===== src/rtl/uhps_pkg.sv =====
// ----------------------------------------------------------------------------
// URL host/port/path splitter - shared package
// Types, codes and constant tables used by the step unit and the top level.
// ----------------------------------------------------------------------------
package uhps_pkg;

  // Parse phase of the URL being split
  typedef enum logic [2:0] {
    PH_PREFIX,
    PH_HOST,
    PH_PORT,
    PH_PATH,
    PH_TAIL,
    PH_FAIL_HOST,
    PH_FAIL_PORT
  } phase_e;

  // Operation presented to the step unit
  typedef enum logic {
    OP_BYTE,
    OP_FINISH
  } op_e;

  // Result roles
  localparam logic [1:0] ROLE_HOST    = 2'd0;
  localparam logic [1:0] ROLE_PATH    = 2'd1;
  localparam logic [1:0] ROLE_SUMMARY = 2'd2;

  // Summary status codes
  localparam logic [1:0] ST_OK         = 2'd0;
  localparam logic [1:0] ST_EMPTY_HOST = 2'd1;
  localparam logic [1:0] ST_BAD_PORT   = 2'd2;

  // Characters of interest
  localparam logic [7:0] CH_SLASH = 8'h2F;
  localparam logic [7:0] CH_COLON = 8'h3A;
  localparam logic [7:0] CH_LOW_S = 8'h73;
  localparam logic [7:0] CH_ZERO  = 8'h30;
  localparam logic [7:0] CH_NINE  = 8'h39;

  localparam logic [16:0] PORT_MAX = 17'd65535;
  localparam logic [16:0] PORT_SAT = 17'd65536;
  localparam logic [15:0] DEFAULT_PORT_RST = 16'd80;

  // Position of the scheme branch point ("http" then ':' or 's')
  localparam logic [2:0] PFX_BRANCH = 3'd4;
  localparam logic [3:0] PLAIN_PFX_LEN  = 4'd7;
  localparam logic [3:0] SECURE_PFX_LEN = 4'd8;

  localparam logic [7:0] PLAIN_PFX [8] = '{
    8'h68, 8'h74, 8'h74, 8'h70, 8'h3A, 8'h2F, 8'h2F, 8'h00
  };
  localparam logic [7:0] SECURE_PFX [8] = '{
    8'h68, 8'h74, 8'h74, 8'h70, 8'h73, 8'h3A, 8'h2F, 8'h2F
  };

  // Per-URL parse state handled by the step unit
  typedef struct packed {
    phase_e      phase;
    logic [7:0]  host_len;
    logic [7:0]  path_len;
    logic [16:0] port_acc;
    logic        port_ovf;
  } url_state_t;

  localparam url_state_t URL_STATE_RST = '{
    phase:    PH_PREFIX,
    host_len: 8'd0,
    path_len: 8'd0,
    port_acc: 17'd0,
    port_ovf: 1'b0
  };

  // One result produced by the step unit
  typedef struct packed {
    logic        valid;
    logic [1:0]  role;
    logic [7:0]  data;
    logic [15:0] port;
    logic        secure;
    logic [1:0]  status;
  } result_t;

  function automatic logic [7:0] prefix_char(input logic secure, input logic [2:0] idx);
    return secure ? SECURE_PFX[idx] : PLAIN_PFX[idx];
  endfunction

endpackage


===== src/rtl/uhps_if.sv =====
// ----------------------------------------------------------------------------
// URL host/port/path splitter - stream interfaces
// Valid/ready channels for URL bytes in and split results out.
// ----------------------------------------------------------------------------
interface uhps_in_if;
  logic       valid;
  logic       ready;
  logic [7:0] url_byte;
  logic       is_end;

  modport source (output valid, output url_byte, output is_end, input ready);
  modport sink (input valid, input url_byte, input is_end, output ready);
endinterface

interface uhps_out_if;
  logic        valid;
  logic        ready;
  logic [1:0]  byte_role;
  logic [7:0]  out_byte;
  logic [15:0] port_number;
  logic        secure_scheme;
  logic [1:0]  parse_status;
  logic        last_of_run;

  modport source (
    output valid, output byte_role, output out_byte, output port_number,
    output secure_scheme, output parse_status, output last_of_run, input ready
  );
  modport sink (
    input valid, input byte_role, input out_byte, input port_number,
    input secure_scheme, input parse_status, input last_of_run, output ready
  );
endinterface


===== src/rtl/uhps_step.sv =====
// ----------------------------------------------------------------------------
// URL host/port/path splitter - step unit
// Applies one URL byte, or one finish step, to the parse state and yields at
// most one result.
// ----------------------------------------------------------------------------
module uhps_step import uhps_pkg::*; #(
  parameter int unsigned HOST_LIMIT = 255,
  parameter int unsigned PATH_LIMIT = 255
) (
  input  op_e         op_i,
  input  logic [7:0]  data_i,
  input  url_state_t  state_i,
  input  logic        secure_i,
  input  logic [15:0] default_port_i,
  output url_state_t  state_o,
  output result_t     res_o,
  output logic        done_o
);

  localparam logic [7:0] HostLim = 8'(HOST_LIMIT);
  localparam logic [7:0] PathLim = 8'(PATH_LIMIT);

  logic        is_digit;
  logic        is_slash;
  logic        is_colon;
  logic [19:0] acc_next;
  logic        port_bad;

  assign is_digit = (data_i >= CH_ZERO) && (data_i <= CH_NINE);
  assign is_slash = (data_i == CH_SLASH);
  assign is_colon = (data_i == CH_COLON);
  // acc * 10 + digit, as (acc << 3) + (acc << 1) + digit
  assign acc_next = {state_i.port_acc, 3'b000} + 20'({state_i.port_acc, 1'b0})
                  + {16'd0, data_i[3:0]};
  assign port_bad = state_i.port_ovf || (state_i.port_acc == 17'd0);

  always_comb begin
    state_o = state_i;
    res_o   = '0;
    done_o  = 1'b0;
    unique case (op_i)
      OP_BYTE: begin
        unique case (state_i.phase)
          PH_HOST: begin
            if (is_slash || is_colon || (state_i.host_len >= HostLim)) begin
              if (state_i.host_len == 8'd0) begin
                state_o.phase = PH_FAIL_HOST;
              end else if (is_colon) begin
                state_o.port_acc = 17'd0;
                state_o.port_ovf = 1'b0;
                state_o.phase    = PH_PORT;
              end else if (is_slash) begin
                res_o.valid      = 1'b1;
                res_o.role       = ROLE_PATH;
                res_o.data       = CH_SLASH;
                state_o.path_len = 8'd1;
                state_o.phase    = PH_PATH;
              end else begin
                state_o.phase = PH_TAIL;
              end
            end else begin
              res_o.valid      = 1'b1;
              res_o.role       = ROLE_HOST;
              res_o.data       = data_i;
              state_o.host_len = state_i.host_len + 8'd1;
            end
          end
          PH_PORT: begin
            if (is_digit) begin
              if (acc_next > 20'(PORT_MAX)) begin
                state_o.port_acc = PORT_SAT;
                state_o.port_ovf = 1'b1;
              end else begin
                state_o.port_acc = acc_next[16:0];
              end
            end else if (port_bad) begin
              state_o.phase = PH_FAIL_PORT;
            end else if (is_slash) begin
              res_o.valid      = 1'b1;
              res_o.role       = ROLE_PATH;
              res_o.data       = CH_SLASH;
              state_o.path_len = 8'd1;
              state_o.phase    = PH_PATH;
            end else begin
              state_o.phase = PH_TAIL;
            end
          end
          PH_PATH: begin
            if (state_i.path_len < PathLim) begin
              res_o.valid      = 1'b1;
              res_o.role       = ROLE_PATH;
              res_o.data       = data_i;
              state_o.path_len = state_i.path_len + 8'd1;
            end
          end
          default: ;
        endcase
      end
      OP_FINISH: begin
        res_o.valid  = 1'b1;
        res_o.role   = ROLE_SUMMARY;
        res_o.secure = secure_i;
        if ((state_i.phase == PH_FAIL_HOST) ||
            ((state_i.phase == PH_HOST) && (state_i.host_len == 8'd0))) begin
          res_o.status = ST_EMPTY_HOST;
          state_o      = URL_STATE_RST;
          done_o       = 1'b1;
        end else if ((state_i.phase == PH_FAIL_PORT) ||
                     ((state_i.phase == PH_PORT) && port_bad)) begin
          res_o.status = ST_BAD_PORT;
          state_o      = URL_STATE_RST;
          done_o       = 1'b1;
        end else if (state_i.phase != PH_PATH) begin
          // No path seen: send the lone slash, summary follows next step
          res_o.role    = ROLE_PATH;
          res_o.data    = CH_SLASH;
          res_o.secure  = 1'b0;
          state_o.phase = PH_PATH;
        end else begin
          res_o.status = ST_OK;
          res_o.port   = (state_i.port_acc != 17'd0) ? state_i.port_acc[15:0]
                                                     : default_port_i;
          state_o      = URL_STATE_RST;
          done_o       = 1'b1;
        end
      end
      default: ;
    endcase
  end

endmodule


===== src/rtl/url_host_port_path_splitter_unit.sv =====
// ----------------------------------------------------------------------------
// URL host/port/path splitter - top level
// Sequencing: an accepted byte has any held prefix bytes replayed through the
// step unit first; an ordinary byte is then applied, a terminator runs the
// finish steps. The held-back result is flushed last. A byte that extends a
// scheme prefix match yields no result. No new byte is taken before the flush,
// owing to the single shared step unit and the result hold/flush stage; output stalls delay it.
// Reset: asynchronous, active low; parse state cleared, default port 80.
// ----------------------------------------------------------------------------
module url_host_port_path_splitter_unit import uhps_pkg::*; #(
  parameter int unsigned HOST_LIMIT = 255,
  parameter int unsigned PATH_LIMIT = 255
) (
  input  logic          clk_i,
  input  logic          rst_ni,
  input  logic          cfg_we_i,
  input  logic [15:0]   cfg_wdata_i,
  uhps_in_if.sink       in_i,
  uhps_out_if.source    out_o
);

  // Sequencer: accept, run the step unit over held prefix bytes and the
  // current byte, run the finish steps, then flush the held-back result.
  typedef enum logic [1:0] {
    S_IDLE,
    S_RUN,
    S_FIN,
    S_FLUSH
  } seq_e;

  seq_e        seq_q, seq_d;
  url_state_t  ust_q, ust_d;
  logic [2:0]  pm_q, pm_d;          // prefix bytes matched so far
  logic        sec_q, sec_d;        // secure prefix branch
  logic [2:0]  rep_cnt_q, rep_cnt_d;
  logic [2:0]  rep_idx_q, rep_idx_d;
  logic        rep_sec_q, rep_sec_d;
  logic [7:0]  pend_data_q, pend_data_d;
  logic        pend_valid_q, pend_valid_d;
  logic        do_fin_q, do_fin_d;
  result_t     hold_q, hold_d;      // newest result, held until we know if it is last
  result_t     out_res_q, out_res_d;
  logic        out_valid_q, out_valid_d;
  logic        out_last_q, out_last_d;
  logic [15:0] dport_q, dport_d;

  logic        in_acc;
  logic        is_end;
  logic        out_free;
  logic        rep_active;
  logic        last_op;
  logic        step_apply;
  op_e         step_op;
  logic [7:0]  step_data;
  url_state_t  step_state;
  result_t     step_res;
  logic        step_done;
  logic        pfx_ok;
  logic        pfx_sec;
  logic [3:0]  pfx_next;

  assign in_i.ready = (seq_q == S_IDLE);
  assign in_acc     = in_i.valid && in_i.ready;
  assign is_end     = in_i.is_end || (in_i.url_byte == 8'd0);
  assign out_free   = !out_valid_q || out_o.ready;
  assign rep_active = (rep_idx_q < rep_cnt_q);
  assign last_op    = rep_active ? ((({1'b0, rep_idx_q} + 4'd1) == {1'b0, rep_cnt_q})
                                    && !pend_valid_q)
                                 : 1'b1;

  assign step_op   = (seq_q == S_FIN) ? OP_FINISH : OP_BYTE;
  assign step_data = rep_active ? prefix_char(rep_sec_q, rep_idx_q) : pend_data_q;

  uhps_step #(
    .HOST_LIMIT (HOST_LIMIT),
    .PATH_LIMIT (PATH_LIMIT)
  ) u_step (
    .op_i           (step_op),
    .data_i         (step_data),
    .state_i        (ust_q),
    .secure_i       (sec_q),
    .default_port_i (dport_q),
    .state_o        (step_state),
    .res_o          (step_res),
    .done_o         (step_done)
  );

  // Scheme prefix compare: "http" then ':' (plain) or 's' (secure)
  always_comb begin
    if (pm_q == PFX_BRANCH) begin
      pfx_ok  = (in_i.url_byte == CH_COLON) || (in_i.url_byte == CH_LOW_S);
      pfx_sec = (in_i.url_byte == CH_LOW_S);
    end else begin
      pfx_ok  = (in_i.url_byte == prefix_char(sec_q, pm_q));
      pfx_sec = sec_q;
    end
    pfx_next = {1'b0, pm_q} + 4'd1;
  end

  always_comb begin
    seq_d        = seq_q;
    ust_d        = ust_q;
    pm_d         = pm_q;
    sec_d        = sec_q;
    rep_cnt_d    = rep_cnt_q;
    rep_idx_d    = rep_idx_q;
    rep_sec_d    = rep_sec_q;
    pend_data_d  = pend_data_q;
    pend_valid_d = pend_valid_q;
    do_fin_d     = do_fin_q;
    hold_d       = hold_q;
    out_res_d    = out_res_q;
    out_valid_d  = out_valid_q && !out_o.ready;
    out_last_d   = out_last_q;
    dport_d      = cfg_we_i ? cfg_wdata_i : dport_q;
    step_apply   = 1'b0;

    unique case (seq_q)
      S_IDLE: begin
        if (in_acc) begin
          rep_idx_d   = 3'd0;
          rep_cnt_d   = 3'd0;
          pend_data_d = in_i.url_byte;
          if (is_end) begin
            pend_valid_d = 1'b0;
            do_fin_d     = 1'b1;
            if (ust_q.phase == PH_PREFIX) begin
              // Terminator mid-prefix: replay the held bytes as host text
              rep_cnt_d   = pm_q;
              rep_sec_d   = sec_q;
              pm_d        = 3'd0;
              sec_d       = 1'b0;
              ust_d.phase = PH_HOST;
              seq_d       = (pm_q != 3'd0) ? S_RUN : S_FIN;
            end else begin
              seq_d = S_FIN;
            end
          end else if (ust_q.phase == PH_PREFIX) begin
            if (pfx_ok) begin
              // Advance the match; no result for this transaction
              sec_d = pfx_sec;
              if (pfx_next == (pfx_sec ? SECURE_PFX_LEN : PLAIN_PFX_LEN)) begin
                pm_d        = 3'd0;
                ust_d.phase = PH_HOST;
              end else begin
                pm_d = pfx_next[2:0];
              end
            end else begin
              // Mismatch: replay held bytes, then the failing byte
              rep_cnt_d    = pm_q;
              rep_sec_d    = sec_q;
              pm_d         = 3'd0;
              sec_d        = 1'b0;
              ust_d.phase  = PH_HOST;
              pend_valid_d = 1'b1;
              do_fin_d     = 1'b0;
              seq_d        = S_RUN;
            end
          end else begin
            pend_valid_d = 1'b1;
            do_fin_d     = 1'b0;
            seq_d        = S_RUN;
          end
        end
      end
      S_RUN: begin
        if (out_free) begin
          step_apply = 1'b1;
          if (rep_active) begin
            rep_idx_d = rep_idx_q + 3'd1;
          end else begin
            pend_valid_d = 1'b0;
          end
          if (last_op) begin
            seq_d = do_fin_q ? S_FIN : S_FLUSH;
          end
        end
      end
      S_FIN: begin
        if (out_free) begin
          step_apply = 1'b1;
          if (step_done) begin
            pm_d  = 3'd0;
            sec_d = 1'b0;
            seq_d = S_FLUSH;
          end
        end
      end
      S_FLUSH: begin
        if (out_free) begin
          if (hold_q.valid) begin
            out_res_d    = hold_q;
            out_last_d   = 1'b1;
            out_valid_d  = 1'b1;
            hold_d.valid = 1'b0;
          end
          seq_d = S_IDLE;
        end
      end
      default: seq_d = S_IDLE;
    endcase

    // Commit the step unit; a new result pushes the held one out as not last
    if (step_apply) begin
      ust_d = step_state;
      if (step_res.valid) begin
        if (hold_q.valid) begin
          out_res_d   = hold_q;
          out_last_d  = 1'b0;
          out_valid_d = 1'b1;
        end
        hold_d = step_res;
      end
    end
  end

  always_ff @(posedge clk_i or negedge rst_ni) begin
    if (!rst_ni) begin
      seq_q        <= S_IDLE;
      ust_q        <= URL_STATE_RST;
      pm_q         <= 3'd0;
      sec_q        <= 1'b0;
      rep_cnt_q    <= 3'd0;
      rep_idx_q    <= 3'd0;
      rep_sec_q    <= 1'b0;
      pend_data_q  <= 8'd0;
      pend_valid_q <= 1'b0;
      do_fin_q     <= 1'b0;
      hold_q       <= '0;
      out_res_q    <= '0;
      out_valid_q  <= 1'b0;
      out_last_q   <= 1'b0;
      dport_q      <= DEFAULT_PORT_RST;
    end else begin
      seq_q        <= seq_d;
      ust_q        <= ust_d;
      pm_q         <= pm_d;
      sec_q        <= sec_d;
      rep_cnt_q    <= rep_cnt_d;
      rep_idx_q    <= rep_idx_d;
      rep_sec_q    <= rep_sec_d;
      pend_data_q  <= pend_data_d;
      pend_valid_q <= pend_valid_d;
      do_fin_q     <= do_fin_d;
      hold_q       <= hold_d;
      out_res_q    <= out_res_d;
      out_valid_q  <= out_valid_d;
      out_last_q   <= out_last_d;
      dport_q      <= dport_d;
    end
  end

  assign out_o.valid         = out_valid_q;
  assign out_o.byte_role     = out_res_q.role;
  assign out_o.out_byte      = out_res_q.data;
  assign out_o.port_number   = out_res_q.port;
  assign out_o.secure_scheme = out_res_q.secure;
  assign out_o.parse_status  = out_res_q.status;
  assign out_o.last_of_run   = out_last_q;

  // The held result must be flushed before the next transaction is taken
  a_idle_hold_empty: assert property (@(posedge clk_i) disable iff (!rst_ni)
    (seq_q == S_IDLE) |-> !hold_q.valid)
    else $error("held result left behind on return to idle");

  // A summary always closes its transaction's results
  a_summary_last: assert property (@(posedge clk_i) disable iff (!rst_ni)
    (out_valid_q && (out_res_q.role == ROLE_SUMMARY)) |-> out_last_q)
    else $error("summary result not marked last");

  // Error summaries carry no port
  a_error_no_port: assert property (@(posedge clk_i) disable iff (!rst_ni)
    (out_valid_q && (out_res_q.role == ROLE_SUMMARY) && (out_res_q.status != ST_OK))
      |-> (out_res_q.port == 16'd0))
    else $error("port reported with an error status");

  // After the finish steps complete, parsing restarts at the scheme prefix
  a_finish_clears: assert property (@(posedge clk_i) disable iff (!rst_ni)
    ((seq_q == S_FIN) && out_free && step_done) |=>
      ((ust_q.phase == PH_PREFIX) && (pm_q == 3'd0) && !sec_q))
    else $error("parse state not cleared after summary");

endmodule

===== src/flat_wrapper.sv =====
// flat-port wrapper written by rule: the top's interface ports become plain ports
module url_host_port_path_splitter_unit_flat import uhps_pkg::*;
#(
  parameter int unsigned HOST_LIMIT = 255,
  parameter int unsigned PATH_LIMIT = 255
)
  (clk_i, rst_ni, cfg_we_i, cfg_wdata_i, in_i_valid, in_i_url_byte, in_i_is_end, in_i_ready, out_o_valid, out_o_byte_role, out_o_out_byte, out_o_port_number, out_o_secure_scheme, out_o_parse_status, out_o_last_of_run, out_o_ready);
  uhps_in_if in_i_i ();
  uhps_out_if out_o_i ();
  input  logic clk_i;
  input  logic rst_ni;
  input  logic cfg_we_i;
  input  logic [15:0] cfg_wdata_i;
  input wire logic [$bits(in_i_i.valid)-1:0] in_i_valid;
  input wire logic [$bits(in_i_i.url_byte)-1:0] in_i_url_byte;
  input wire logic [$bits(in_i_i.is_end)-1:0] in_i_is_end;
  output wire logic [$bits(in_i_i.ready)-1:0] in_i_ready;
  output wire logic [$bits(out_o_i.valid)-1:0] out_o_valid;
  output wire logic [$bits(out_o_i.byte_role)-1:0] out_o_byte_role;
  output wire logic [$bits(out_o_i.out_byte)-1:0] out_o_out_byte;
  output wire logic [$bits(out_o_i.port_number)-1:0] out_o_port_number;
  output wire logic [$bits(out_o_i.secure_scheme)-1:0] out_o_secure_scheme;
  output wire logic [$bits(out_o_i.parse_status)-1:0] out_o_parse_status;
  output wire logic [$bits(out_o_i.last_of_run)-1:0] out_o_last_of_run;
  input wire logic [$bits(out_o_i.ready)-1:0] out_o_ready;
  assign in_i_i.valid = in_i_valid;
  assign in_i_i.url_byte = in_i_url_byte;
  assign in_i_i.is_end = in_i_is_end;
  assign in_i_ready = in_i_i.ready;
  assign out_o_valid = out_o_i.valid;
  assign out_o_byte_role = out_o_i.byte_role;
  assign out_o_out_byte = out_o_i.out_byte;
  assign out_o_port_number = out_o_i.port_number;
  assign out_o_secure_scheme = out_o_i.secure_scheme;
  assign out_o_parse_status = out_o_i.parse_status;
  assign out_o_last_of_run = out_o_i.last_of_run;
  assign out_o_i.ready = out_o_ready;
  url_host_port_path_splitter_unit #(.HOST_LIMIT(HOST_LIMIT), .PATH_LIMIT(PATH_LIMIT)) u_core (.clk_i(clk_i), .rst_ni(rst_ni), .cfg_we_i(cfg_we_i), .cfg_wdata_i(cfg_wdata_i), .in_i(in_i_i), .out_o(out_o_i));
endmodule

===== config.mk =====
export PLATFORM = sky130hd
export DESIGN_NAME = url_host_port_path_splitter_unit_flat
export DESIGN_NICKNAME = d
export VERILOG_FILES = /design/src/rtl/uhps_pkg.sv /design/src/rtl/uhps_if.sv /design/src/rtl/uhps_step.sv /design/src/rtl/url_host_port_path_splitter_unit.sv /design/src/flat_wrapper.sv
export SDC_FILE = /design/constraint.sdc
export NUM_CORES = 1
export LEC_CHECK = 0
export BUFFER_PORTS_ARGS = -buffer_cell sky130_fd_sc_hd__clkbuf_2
export CORE_AREA = 2 2 141 143
export CTS_CLUSTER_DIAMETER = 50
export DETAILED_ROUTE_END_ITERATION = 16
export DIE_AREA = 0 0 143 145
export PLACE_DENSITY_LB_ADDON = 0.05
export SETUP_SLACK_MARGIN = 0.3
export SYNTH_ARGS = -nofsm -noshare
export SYNTH_HDL_FRONTEND = slang
export SYNTH_SLANG_ARGS = --single-unit
export TNS_END_PERCENT = 5

===== constraint.sdc =====
create_clock -name clk_i -period 5.9 [get_ports clk_i]
set_input_delay 1.18 -clock clk_i [delete_from_list [all_inputs] [get_ports clk_i]]
set_output_delay 1.18 -clock clk_i [all_outputs]
set_load 0.1 [all_outputs]

==> results of run 1 <==
-- synth_stat cells, types with 11 or more instances --
library cell	n
and3_1	13
nor4_1	11
o21ai_0	55
nor2_1	46
ha_1	55
xor2_1	16
clkbuf_1	20
o31ai_1	17
inv_1	34
a21oi_1	67
mux2_2	62
nand3_1	29
nand2_1	60
dfrtp_1	135
-- power breakdown --
part	internal [uW]	leakage (uW)	switching, uW
clock	608	0.000291	484
combinational	616	0.00231	1340
sequential	1150	0.00177	188
total	2380	0.00438	2020
-- final cells by class --
class                   count  area [um^2]
repair buffers             67          357
flip-flops and latches    137         3430
clock inverters            15          175
fillers                  1775         9620
clock buffers              17          425
well taps                 265          332
inverters                  34          128
multi-input cells         638         4740
-- worst min-delay path by stage --
stage                        from                        to  slack (ps)  cells after the start
5_1_grt        u_core.dport_q[11]        u_core.dport_q[11]         520                      1
3_3_place_gp    u_core.hold_q[29]  u_core.out_o.last_of_run         470                      1
3_5_place_dp    u_core.hold_q[29]  u_core.out_o.last_of_run         480                      1
6_report         u_core.hold_q[1]          u_core.hold_q[1]         490                      1
4_1_cts         u_core.hold_q[29]  u_core.out_o.last_of_run         490                      1
2_1_floorplan   u_core.hold_q[29]  u_core.out_o.last_of_run         450                      1
-- stage by stage --
stage	std cells	worst slack (ps)
2_1_floorplan	843	1410
3_3_place_gp	1141	883
3_5_place_dp	1141	685
4_1_cts	1173	637
5_1_grt	1173	389
6_report	1173	815
-- logic make-up (layout without fill, tap and decap cells) --
| kind of cell | count (synthesis) | count (layout) | share of synthesized area, % |
|---|---|---|---|
| flops | 137 | 137 | 40.6 |
| mux | 79 | 79 | 10.9 |
| xor+xnor | 24 | 24 | 2.49 |
| compound gates | 251 | 251 | 20.0 |
| fa+ha+maj | 57 | 57 | 8.61 |
| simple gates | 227 | 227 | 14.0 |
| buf+inv | 68 | 133 | 3.42 |
-- flip-flops by register name, indices dropped and copies added, names as in the netlist, 2 cells and up --
| name | cells |
|---|---|
| u_core.rep_cnt_q | 3 |
| u_core.out_o.parse_status | 2 |
| u_core.out_o.out_byte | 8 |
| u_core.dport_q | 16 |
| u_core.pm_q | 3 |
| u_core.out_o.byte_role | 2 |
| u_core.ust_q | 37 |
| u_core.seq_q | 2 |
| u_core.pend_data_q | 8 |
| u_core.out_o.port_number | 16 |
| u_core.rep_idx_q | 3 |
| u_core.hold_q | 30 |
-- routing by layer --
layer / wire (um) / GRT usage [%] / share of wire (%) / vias to the layer above
li1: - / - / - / 3265
met1: 9640 / 28.3 / 43 / 3403
met2: 11500 / 38.8 / 52 / 149
met3: 753 / 3.99 / 3.4 / 28
met4: 385 / 7.18 / 1.7 / 0
met5: 0 / 0 / 0 / -
-- worst max-delay path: cells and delay by family (launching register included) --
family                     cells  cell delay (ps)
AOI/OAI and AO/OA              8             1900
adders and majority gates      3             1430
buffers and inverters          1               70
DFF                            1              530
and+or+nand+nor                3             1050
-- timing repair --
item	in CTS	in global routing
hold endpoints to repair	0	0
gates resized for setup	0	1
endpoints found under the setup margin	0	11
==> summary.md, run 1 <==
| Metric | Value |
|---|---|
| Post-DRT Antenna Nets | `0` |
| Commonest non-fill, non-tap cell in the layout | `dfrtp_1` |
| Cts bufs inserted | `17` |
| Die area | `slightly above 20,000 um^2` |
| Finished Cell Area | `9590 um^2` |
| Critical Path Max Stage Delay | `750 ps` |
| Leak pwr | `0.00438 uW` |
| Worst VDD drop | `0.000239 V` |
| Detailed Routing Iterations Pass 1 | `5` |
| Slowest-stage cell, CP | `or4_1` |
| Power Total | `4400 uW` |
| Top cell type's share of synthesized area | `roughly two fifths` |
| RSZ-0062 raised after global routing | `false` |
| Final Hold Viols | `0` |
| Sequential area share after synthesis | `about two fifths` |
| WHS | `between 400 and 500 ps` |
| Net count, final | `just under 1,000` |
| Synth Cell Area | `around 8500 um^2` |
| TNS Setup | `0 ps` |
| Cell variety after synth | `82` |
| Syn Nets | `just over 900` |
| First DRT Iteration DRCs | `450` |
| R2R depth | `15` |
| Clock-pin slew on the worst setup and hold paths | `~70 ps` |
| Primary FF master, synth | `dfrtp_1` |
| Tcrit/Tclk final | `a little under nine tenths` |
| Port buffer count | `between 60 and 70` |
| Routed wire per std cell | `19.0 um` |
| WP data required | `approximately 6200 ps` |
| CP arrival | `about 5400 ps` |
| Number of enable flip-flop cells after synthesis | `0` |
| DRT Wirelength | `around 22 mm` |
| Die Ht | `around 150 um` |
| Ranking of synthesized cells by area | `dfrtp_1, mux2_2, ha_1, a21oi_1, o21ai_0` |
| Finished Core Util | `49.9%` |
| Largest net degree at the start of global routing | `91` |
| Starting Density | `between 40% and 50%` |
| Worst Setup EP | `u_core.ust_q[10]` |
| Core area | `between 15,000 and 20,000 um^2` |
| GRT Total Usage | `between 20% and 30%` |
| Worst path cell trace | `ha_1 > a21oi_2 > nand2_1 > nor2_1 > a21oi_1 > fa_1 > inv_1 > fa_1 > a211oi_1 > o21ai_0 > a21o_1 > a211oi_1 > o21ai_0 > or4_1 > o31ai_1` |
| CP startpoint | `u_core.rep_idx_q[2]` |
| Nature of the critical path startpoint | `flip-flop` |
| Skew final | `approximately 9.0 ps` |
| Via count | `6,845` |
| #FFs+latches synth | `around 140` |
| Outcome | `finished clean` |
| Mapped Avg Cell Area | `roughly 10 um^2` |
| CTS Buffer Depth | `2` |
| Tmin final | `5080 ps` |
| R2R Path End | `u_core.ust_q[10]` |
| Worst-margin pin slew | `~1100 ps` |
| Post-DP HPWL | `16.4 mm` |
| Clock insertion delay at the later pin of the skew report | `around 440 ps` |
| Ys async rst share | `between 90% and 100%` |
| FF-to-FF setup slack | `820 ps` |
| Layout area overhead | `13.4%` |
| Vias in the first global route | `roughly 7,000` |
| Synth Warn # | `0` |
| Placed instance area | `between 8000 and 9000 um^2` |
| Post-CTS Setup Inserts | `0` |
| DR vias/cell | `5.84` |
| Cell taking the most area after synthesis | `dfrtp_1` |
| Worst hold path class | `reg2reg` |
| Worst slew margin | `a little over a quarter` |
| Clock Tree Root | `clkbuf_16` |
| Max-cap violations | `0` |
| Post-Synthesis Cells | `between 800 and 900` |
| DRC viols | `0` |
| Fin. max-slew vios | `0` |
| CP endpoint kind | `flip-flop` |
| Number of I/O pins | `62` |
| CTS tree | `built` |
| Final Setup Violations | `0` |
| Pwr dens | `~460 nW/um^2` |
| Clk sink count | `around 140` |
| GP Congestion | `0.901` |
| First-pass GRT wire length | `around 37 mm` |
| Die Width | `between 100 and 150 um` |
| Fraction of layout cells with a size suffix above 1 | `about a fifth` |
| H-Tree Depth | `4` |
| Remaining Overflow, GRT | `0` |
| Initial antenna violation count | `0` |
| Row count | `roughly 50` |
| Reg-to-reg startpoint | `u_core.rep_idx_q[2]` |
| Peak fanout along the critical path | `21` |
| Antenna cells | `0` |
| Crit path kind | `reg2reg` |
| # hold bufs at CTS | `0` |
| Most frequent cells in the layout | `dfrtp_1, a21oi_1, mux2_2, nand2_1, clkbuf_2` |
| Maximum clock frequency | `~0.20 GHz` |
No activity file was read; power rests on OpenSTA's default activity.
==> run 2: changes to the inputs <==
--- a/config.mk
+++ b/config.mk
@@ -5,11 +5,13 @@
 export SDC_FILE = /design/constraint.sdc
 export NUM_CORES = 1
 export LEC_CHECK = 0
+export ABC_AREA = 1
 export BUFFER_PORTS_ARGS = -buffer_cell sky130_fd_sc_hd__clkbuf_2
-export CORE_AREA = 2 2 141 143
+export CORE_AREA = 2 2 147 149
 export CTS_CLUSTER_DIAMETER = 50
 export DETAILED_ROUTE_END_ITERATION = 16
-export DIE_AREA = 0 0 143 145
+export DIE_AREA = 0 0 149 151
+export GPL_ROUTABILITY_DRIVEN = 0
 export PLACE_DENSITY_LB_ADDON = 0.05
 export SETUP_SLACK_MARGIN = 0.3
 export SYNTH_ARGS = -nofsm -noshare
==> run 2 against run 1 <==
Compared with the run above: first-iteration DRC count rose by 20%; utilization shrank 0.39 points; synthesized cell count is 53% higher; clock power about the same; clock-buffer cell count unchanged; sequential power about the same; via count up 21%; critical path depth grew 6; cell count rose by 38%; sequential share of layout area shrank 2.5 points; sequential cell count did not move; fmax up 8.3%; critical path type unchanged; critical endpoint is now u_core.ust_q[15].
==> summary.md, run 2 <==
| Metric | Value |
|---|---|
| Starting Density | `44.3%` |
| Net count, final | `around 1,400` |
| Cts bufs inserted | `17` |
| RSZ-0062 raised after global routing | `false` |
| Die Width | `~150 um` |
| Antenna cells | `0` |
| Top Registers | `u_core.ust_q: 37 flops, u_core.hold_q: 30 flops` |
| Die Ht | `between 150 and 200 um` |
| #FFs+latches synth | `roughly 140` |
| DRT Wirelength | `24.2 mm` |
| Most frequent cells in the layout | `nand2_1, inv_1, dfrtp_1, o21ai_0, nor2_1` |
| TNS Setup | `0 ps` |
| Sequential area share after synthesis | `around 37%` |
| Skew final | `around 9.5 ps` |
| DRC viols | `0` |
| Largest net degree at the start of global routing | `94` |
| Synth Cell Area | `9230 um^2` |
| Switching share of power | `between 50% and 60%` |
| Worst slew margin | `between 20 and 30%` |
| Port buffer count | `a little over 60` |
| Layout area overhead | `11.8%` |
| Syn Nets | `1,374` |
| Fin. max-slew vios | `0` |
| First-pass GRT wire length | `approximately 40 mm` |
| Clock insertion delay at the later pin of the skew report | `430 ps` |
| Tmin final | `around 4700 ps` |
| WP data required | `6250 ps` |
| Post-DRT Antenna Nets | `0` |
| CP arrival | `5040 ps` |
| DR vias/cell | `roughly 5.1` |
| Worst-margin pin slew | `1050 ps` |
| Primary FF master, synth | `dfrtp_1` |
| Max reg flops | `37` |
| Core area | `about 21,000 um^2` |
| Post-DP HPWL | `about 18 mm` |
| Sequential power share | `~28%` |
| Peak fanout along the critical path | `15` |
| Via count | `a little over 8,000` |
| Max-cap violations | `0` |
| CTS Buffer Depth | `2` |
| Commonest non-fill, non-tap cell in the layout | `nand2_1` |
| WHS | `approximately 480 ps` |
| Leak pwr | `between 0.005 and 0.006 uW` |
| Tcrit/Tclk final | `between 70% and 80%` |
| # hold bufs at CTS | `0` |
| Number of I/O pins | `62` |
| Pwr dens | `about 450 nW/um^2` |
| H-Tree Depth | `4` |
| Worst VDD drop | `0.000303 V` |
| Final Hold Viols | `0` |
| First DRT Iteration DRCs | `roughly 540` |
| Crit path kind | `reg2reg` |
| Internal | `between 2000 and 2500 uW` |
| Detailed Routing Iterations Pass 1 | `5` |
| Psw | `2350 uW` |
| Row count | `53` |
| Clock power frac | `between 20% and 30%` |
| Vias in the first global route | `8,111` |
| Ys async rst share | `100%` |
| Clock Tree Root | `clkbuf_16` |
| Ranking of synthesized cells by area | `dfrtp_1, nand2_1, ha_1, o21ai_0, inv_1` |
| Post-CTS sizing | `0` |
| Commonest cells in the synthesized netlist | `nand2_1, inv_1, dfrtp_1` |
| Routed wire per std cell | `between 10 and 15 um` |
| Clk sink count | `roughly 140` |
| Synth Warn # | `0` |
| Final Setup Violations | `0` |
| Maximum clock frequency | `around 0.21 GHz` |
| Top cell type's share of synthesized area | `~37%` |
| Part of the power in combinational logic | `between 40% and 50%` |
| Die area | `roughly 22,000 um^2` |
| Clock-pin slew on the worst setup and hold paths | `~70 ps` |
| Most frequent cell after synthesis | `nand2_1` |
| FF-to-FF setup slack | `around 1200 ps` |
| Post-CTS Setup Inserts | `0` |
| Nature of the critical path startpoint | `flip-flop` |
| Post-Synthesis Cells | `~1,300` |
| CP endpoint kind | `flip-flop` |
| Worst hold path class | `reg2reg` |
| Reg with most FFs | `u_core.ust_q` |
| CTS tree | `built` |
| Initial antenna violation count | `0` |
| Outcome | `finished clean` |
| Mapped Avg Cell Area | `7.17 um^2` |
| Fraction of layout cells with a size suffix above 1 | `12.0%` |
| GRT Total Usage | `between 20% and 30%` |
| Remaining Overflow, GRT | `0` |
| Cell variety after synth | `between 40 and 50` |
| Number of enable flip-flop cells after synthesis | `0` |
| Cell taking the most area after synthesis | `dfrtp_1` |
## run 2: area by class of cell
| cell class | instances | area [um^2] |
|---|---|---|
| clock inverters | 15 | 164 |
| clock buffers | 17 | 425 |
| inverters | 155 | 582 |
| flip-flops and latches | 137 | 3430 |
| fillers | 2114 | 10500 |
| multi-input cells | 955 | 5000 |
| well taps | 275 | 344 |
| repair buffers | 69 | 372 |
## run 2: through the flow
step                      total power, uW  cells  setup slack, ps  instance area, um^2  utilization [%]
after floorplan                      3110   1287             2080                 9230                -
after global placement               3570   1591             1400                 9730             46.7
after detailed placement             3580   1591             1270                 9730             46.7
after CTS                            4660   1623             1230                10300             49.5
after global routing                 4980   1623              739                10300             49.5
final                                4620   1623             1210                10300             49.5
## run 2: critical path, cell delays in order, from the launching register on
cell and delay, ps:
dfrtp_1 490, ha_1 390, nand2_1 80, nand2_2 70, inv_2 30, nand2_1 270, nand2_1 110, nand2_2 110
inv_1 100, fa_1 540, inv_1 70, fa_1 480, nor3b_1 180, o21bai_1 180, nand2_1 70, nand2_1 60
nand2_1 40, nor2_1 790, nand2_1 180, nor2_1 170, nand2_1 70, o21ai_1 110
## run 2: routing by layer
metal  vias to the layer above  wire [um]  track usage [%]
met5                         -          0                0
met4                         0        607             7.95
met3                        44        788             3.34
met2                       162      11100             36.9
met1                      3768      11700             30.9
li1                       4290          -                -
## run 2: worst paths after layout
check / startpoint / to / cells after the start
worst min register to register: u_core.hold_q[3] / u_core.hold_q[3] / 2
max in group asynchronous: rst_ni / u_core.ust_q[23] / 2
min in group asynchronous: rst_ni / u_core.ust_q[9] / 1
worst max register to register: u_core.rep_idx_q[2] / u_core.ust_q[15] / 21
worst min-delay path: u_core.hold_q[3] / u_core.hold_q[3] / 2
worst max-delay path: u_core.rep_idx_q[2] / u_core.ust_q[15] / 21
## run 2: power by group through the flow
| stage | registers (uW) | clock network (uW) | logic, uW |
|---|---|---|---|
| 2_1_floorplan | 1710 | 0 | 1400 |
| 3_3_place_gp | 1320 | 0 | 2250 |
| 3_5_place_dp | 1330 | 0 | 2250 |
| 4_1_cts | 1310 | 1090 | 2260 |
| 5_1_grt | 1340 | 1130 | 2520 |
| 6_report | 1310 | 1070 | 2250 |
## run 2: cell families after synthesis
kind of cell	Yosys count	share of synthesized area, %
flip-flops	137	37.2
AO/OA/AOI/OAI	221	13.2
multiplexers	10	1.22
XOR/XNOR	18	1.71
AND/OR/NAND/NOR	649	30.2
adder cells (fa/ha/maj)	57	7.89
buffers and inverters	195	8.69
==> run 3: changes to the inputs <==
--- a/config.mk
+++ b/config.mk
@@ -5,12 +5,12 @@
 export SDC_FILE = /design/constraint.sdc
 export NUM_CORES = 1
 export LEC_CHECK = 0
-export ABC_AREA = 1
+export ABC_AREA = 0
 export BUFFER_PORTS_ARGS = -buffer_cell sky130_fd_sc_hd__clkbuf_2
-export CORE_AREA = 2 2 147 149
+export CORE_AREA = 2 2 141 143
 export CTS_CLUSTER_DIAMETER = 50
 export DETAILED_ROUTE_END_ITERATION = 16
-export DIE_AREA = 0 0 149 151
+export DIE_AREA = 0 0 143 145
 export GPL_ROUTABILITY_DRIVEN = 0
 export PLACE_DENSITY_LB_ADDON = 0.05
 export SETUP_SLACK_MARGIN = 0.3
==> constraint.sdc (replaced) <==
create_clock -name clk_i -period 4.5 [get_ports clk_i]
set_input_delay 0.9 -clock clk_i [delete_from_list [all_inputs] [get_ports clk_i]]
set_output_delay 0.9 -clock clk_i [all_outputs]
set_load 0.1 [all_outputs]
==> run 3 against run 2 <==
Compared with the run above: via count shrank 16%; die area shrank 7.8%; clock-buffer cell count is the same; first-iteration DRC count shrank 17%; clock power grew 30%; fmax grew 12%; cell count shrank 27%; routed wire length shrank 4.1%; register-to-register slack lost 890 ps; critical endpoint is now u_core.ust_q[8].
==> summary.md, run 3 (synthesis gave the netlist of run 1 again) <==
| Metric | Value |
|---|---|
| Outcome | `finished clean` |
| Post-DP HPWL | `~17 mm` |
| Hold Path Stages | `1` |
| Register area | `around 3400 um^2` |
| CP startpoint | `u_core.rep_idx_q[1]` |
| Peak fanout along the critical path | `8` |
| Part of the power in combinational logic | `a little under half` |
| Fin. max-slew vios | `0` |
| Clk sink count | `137` |
| Die Ht | `about 150 um` |
| # hold bufs at CTS | `0` |
| Die Width | `about 140 um` |
| Power Total | `about 5800 uW` |
| Clock power frac | `a little under a quarter` |
| Tmin final | `around 4200 ps` |
| First-pass GRT wire length | `about 38 mm` |
| Port buffer count | `61` |
| Layout area overhead | `18.1%` |
| Busiest grt layer | `met2` |
| Core area | `about 19,000 um^2` |
| Psw | `around 2700 uW` |
| RSZ-0062 raised after global routing | `true` |
| Net count, final | `998` |
| H-Tree Depth | `4` |
| Routed wire per std cell | `just under 20 um` |
| DR vias/cell | `between 5 and 6` |
| Switching share of power | `~46%` |
| Number of I/O pins | `just over 60` |
| TNS Setup | `0 ps` |
| Grt met1 use | `just under 30%` |
| CP arrival | `around 4500 ps` |
| Starting Density | `roughly 44%` |
| Worst Setup EP | `u_core.ust_q[8]` |
| Via count | `6,969` |
| Initial antenna violation count | `0` |
| Internal | `about 3200 uW` |
| Worst-margin pin slew | `about 1200 ps` |
| CTS Buffer Depth | `2` |
| Skew final | `between 10 and 15 ps` |
| Commonest non-fill, non-tap cell in the layout | `dfrtp_1` |
| Fraction of layout cells with a size suffix above 1 | `25.8%` |
| Pwr dens | `just under 600 nW/um^2` |
| Tcrit/Tclk final | `between 90% and 100%` |
| First DRT Iteration DRCs | `~450` |
| Final Hold Viols | `0` |
| Clock Tree Root | `clkbuf_16` |
| Maximum clock frequency | `around 0.24 GHz` |
| CTS tree | `built` |
| CP endpoint kind | `flip-flop` |
| Die area | `20,700 um^2` |
| Reg-to-reg startpoint | `u_core.rep_idx_q[1]` |
| R2R Path End | `u_core.ust_q[8]` |
| GR Util met3 | `approximately 4.4%` |
| Max reg flops | `37` |
| Sequential power share | `30.3%` |
| WP data required | `~4800 ps` |
| DRT Wirelength | `approximately 23 mm` |
| Worst VDD drop | `approximately 0.00032 V` |
| Multi-input logic area | `between 5000 and 6000 um^2` |
| Met2 Usage GRT | `between 30% and 40%` |
| Clock insertion delay at the later pin of the skew report | `~430 ps` |
| Worst path cell trace | `ha_4 > nand3b_1 > nand2_4 > nand2_1 > o21ai_2 > ha_1 > ha_4 > fa_2 > a211oi_4 > o21ai_2 > a21o_1 > a211oi_2 > o21ai_1 > or4_4 > buf_8 > o31ai_2` |
| Clock-pin slew on the worst setup and hold paths | `around 70 ps` |
| Largest net degree at the start of global routing | `76` |
| Max-cap violations | `0` |
| Antenna cells | `0` |
| Final Setup Violations | `0` |
| Slowest-stage cell, CP | `or4_4` |
| FF-to-FF setup slack | `around 320 ps` |
| Vias in the first global route | `just under 7,000` |
| Cts bufs inserted | `17` |
| GRT Total Usage | `a little under a quarter` |
| Row count | `51` |
| Critical Path Max Stage Delay | `between 500 and 600 ps` |
| Detailed Routing Iterations Pass 1 | `5` |
| DRC viols | `0` |
| Most frequent cells in the layout | `dfrtp_1, a21oi_1, mux2_2, clkbuf_2, nand2_1` |
| Finished Core Util | `52.0%` |
| Leak pwr | `0.00449 uW` |
| Worst hold path class | `reg2reg` |
| Top Registers | `u_core.ust_q: 37 flops, u_core.hold_q: 30 flops` |
| Reg with most FFs | `u_core.ust_q` |
| Number of fill cells | `~1,700` |
| Post-DRT Antenna Nets | `0` |
| R2R depth | `16` |
| Nature of the critical path startpoint | `flip-flop` |
| Remaining Overflow, GRT | `0` |
| Crit path kind | `reg2reg` |
| Worst slew margin | `19.0%` |
run 3: worst min-delay path by stage:
stage,endpoint,from
final,u_core.hold_q[18],u_core.hold_q[18]
after global routing,u_core.out_o.port_number[2],u_core.hold_q[5]
after CTS,u_core.hold_q[18],u_core.hold_q[18]
after detailed placement,u_core.hold_q[18],u_core.hold_q[18]
after global placement,u_core.out_o.last_of_run,u_core.hold_q[29]
after floorplan,u_core.out_o.last_of_run,u_core.hold_q[29]
run 3: metrics by stage:
stage / worst slack [ps] / hold WS [ps] / cells / instance area [um^2]
finish: 316 / 493 / 1189 / 9990
global route: 99.3 / 519 / 1189 / 9990
CTS: 301 / 500 / 1186 / 9740
detailed placement: 37.9 / 485 / 1151 / 9080
global placement: 332 / 471 / 1151 / 9080
floorplan: 335 / 448 / 843 / 8480
run 3: per-layer routing:
layer | wire (um) | vias up
met5 | 0 | -
met4 | 554 | 0
met3 | 974 | 36
met2 | 11700 | 187
met1 | 10000 | 3460
li1 | - | 3286
run 3: final cells by class:
type,count,area share (%)
inverters,34,1.33
well taps,265,3.32
multi-input cells,638,50.2
repair buffers,83,4.97
clock inverters,15,1.57
flip-flops and latches,137,34.4
clock buffers,17,4.26
run 3: critical path, delay by kind of cell (launching register included):
kind / cells / cell delay, ps
buffers and inverters: 1 / 170
AOI/OAI and AO/OA: 7 / 1280
DFF: 1 / 490
and+or+nand+nor: 4 / 970
adders and majority gates: 4 / 1160
run 3: power groups by stage:
stage | logic [uW] | clock network (uW) | registers, uW
after detailed placement | 2610 | 0 | 1790
after floorplan | 1510 | 0 | 2260
after global placement | 2570 | 0 | 1780
final | 2680 | 1390 | 1770
after CTS | 2630 | 1420 | 1770
after global routing | 2890 | 1480 | 1810
run 3: timing repair:
item | in CTS | in global routing
buffers inserted | 2 | 3
cloned | 1 | 0
pin swaps | 6 | 21
endpoints found under the setup margin | 16 | 16
resized for setup | 13 | 46
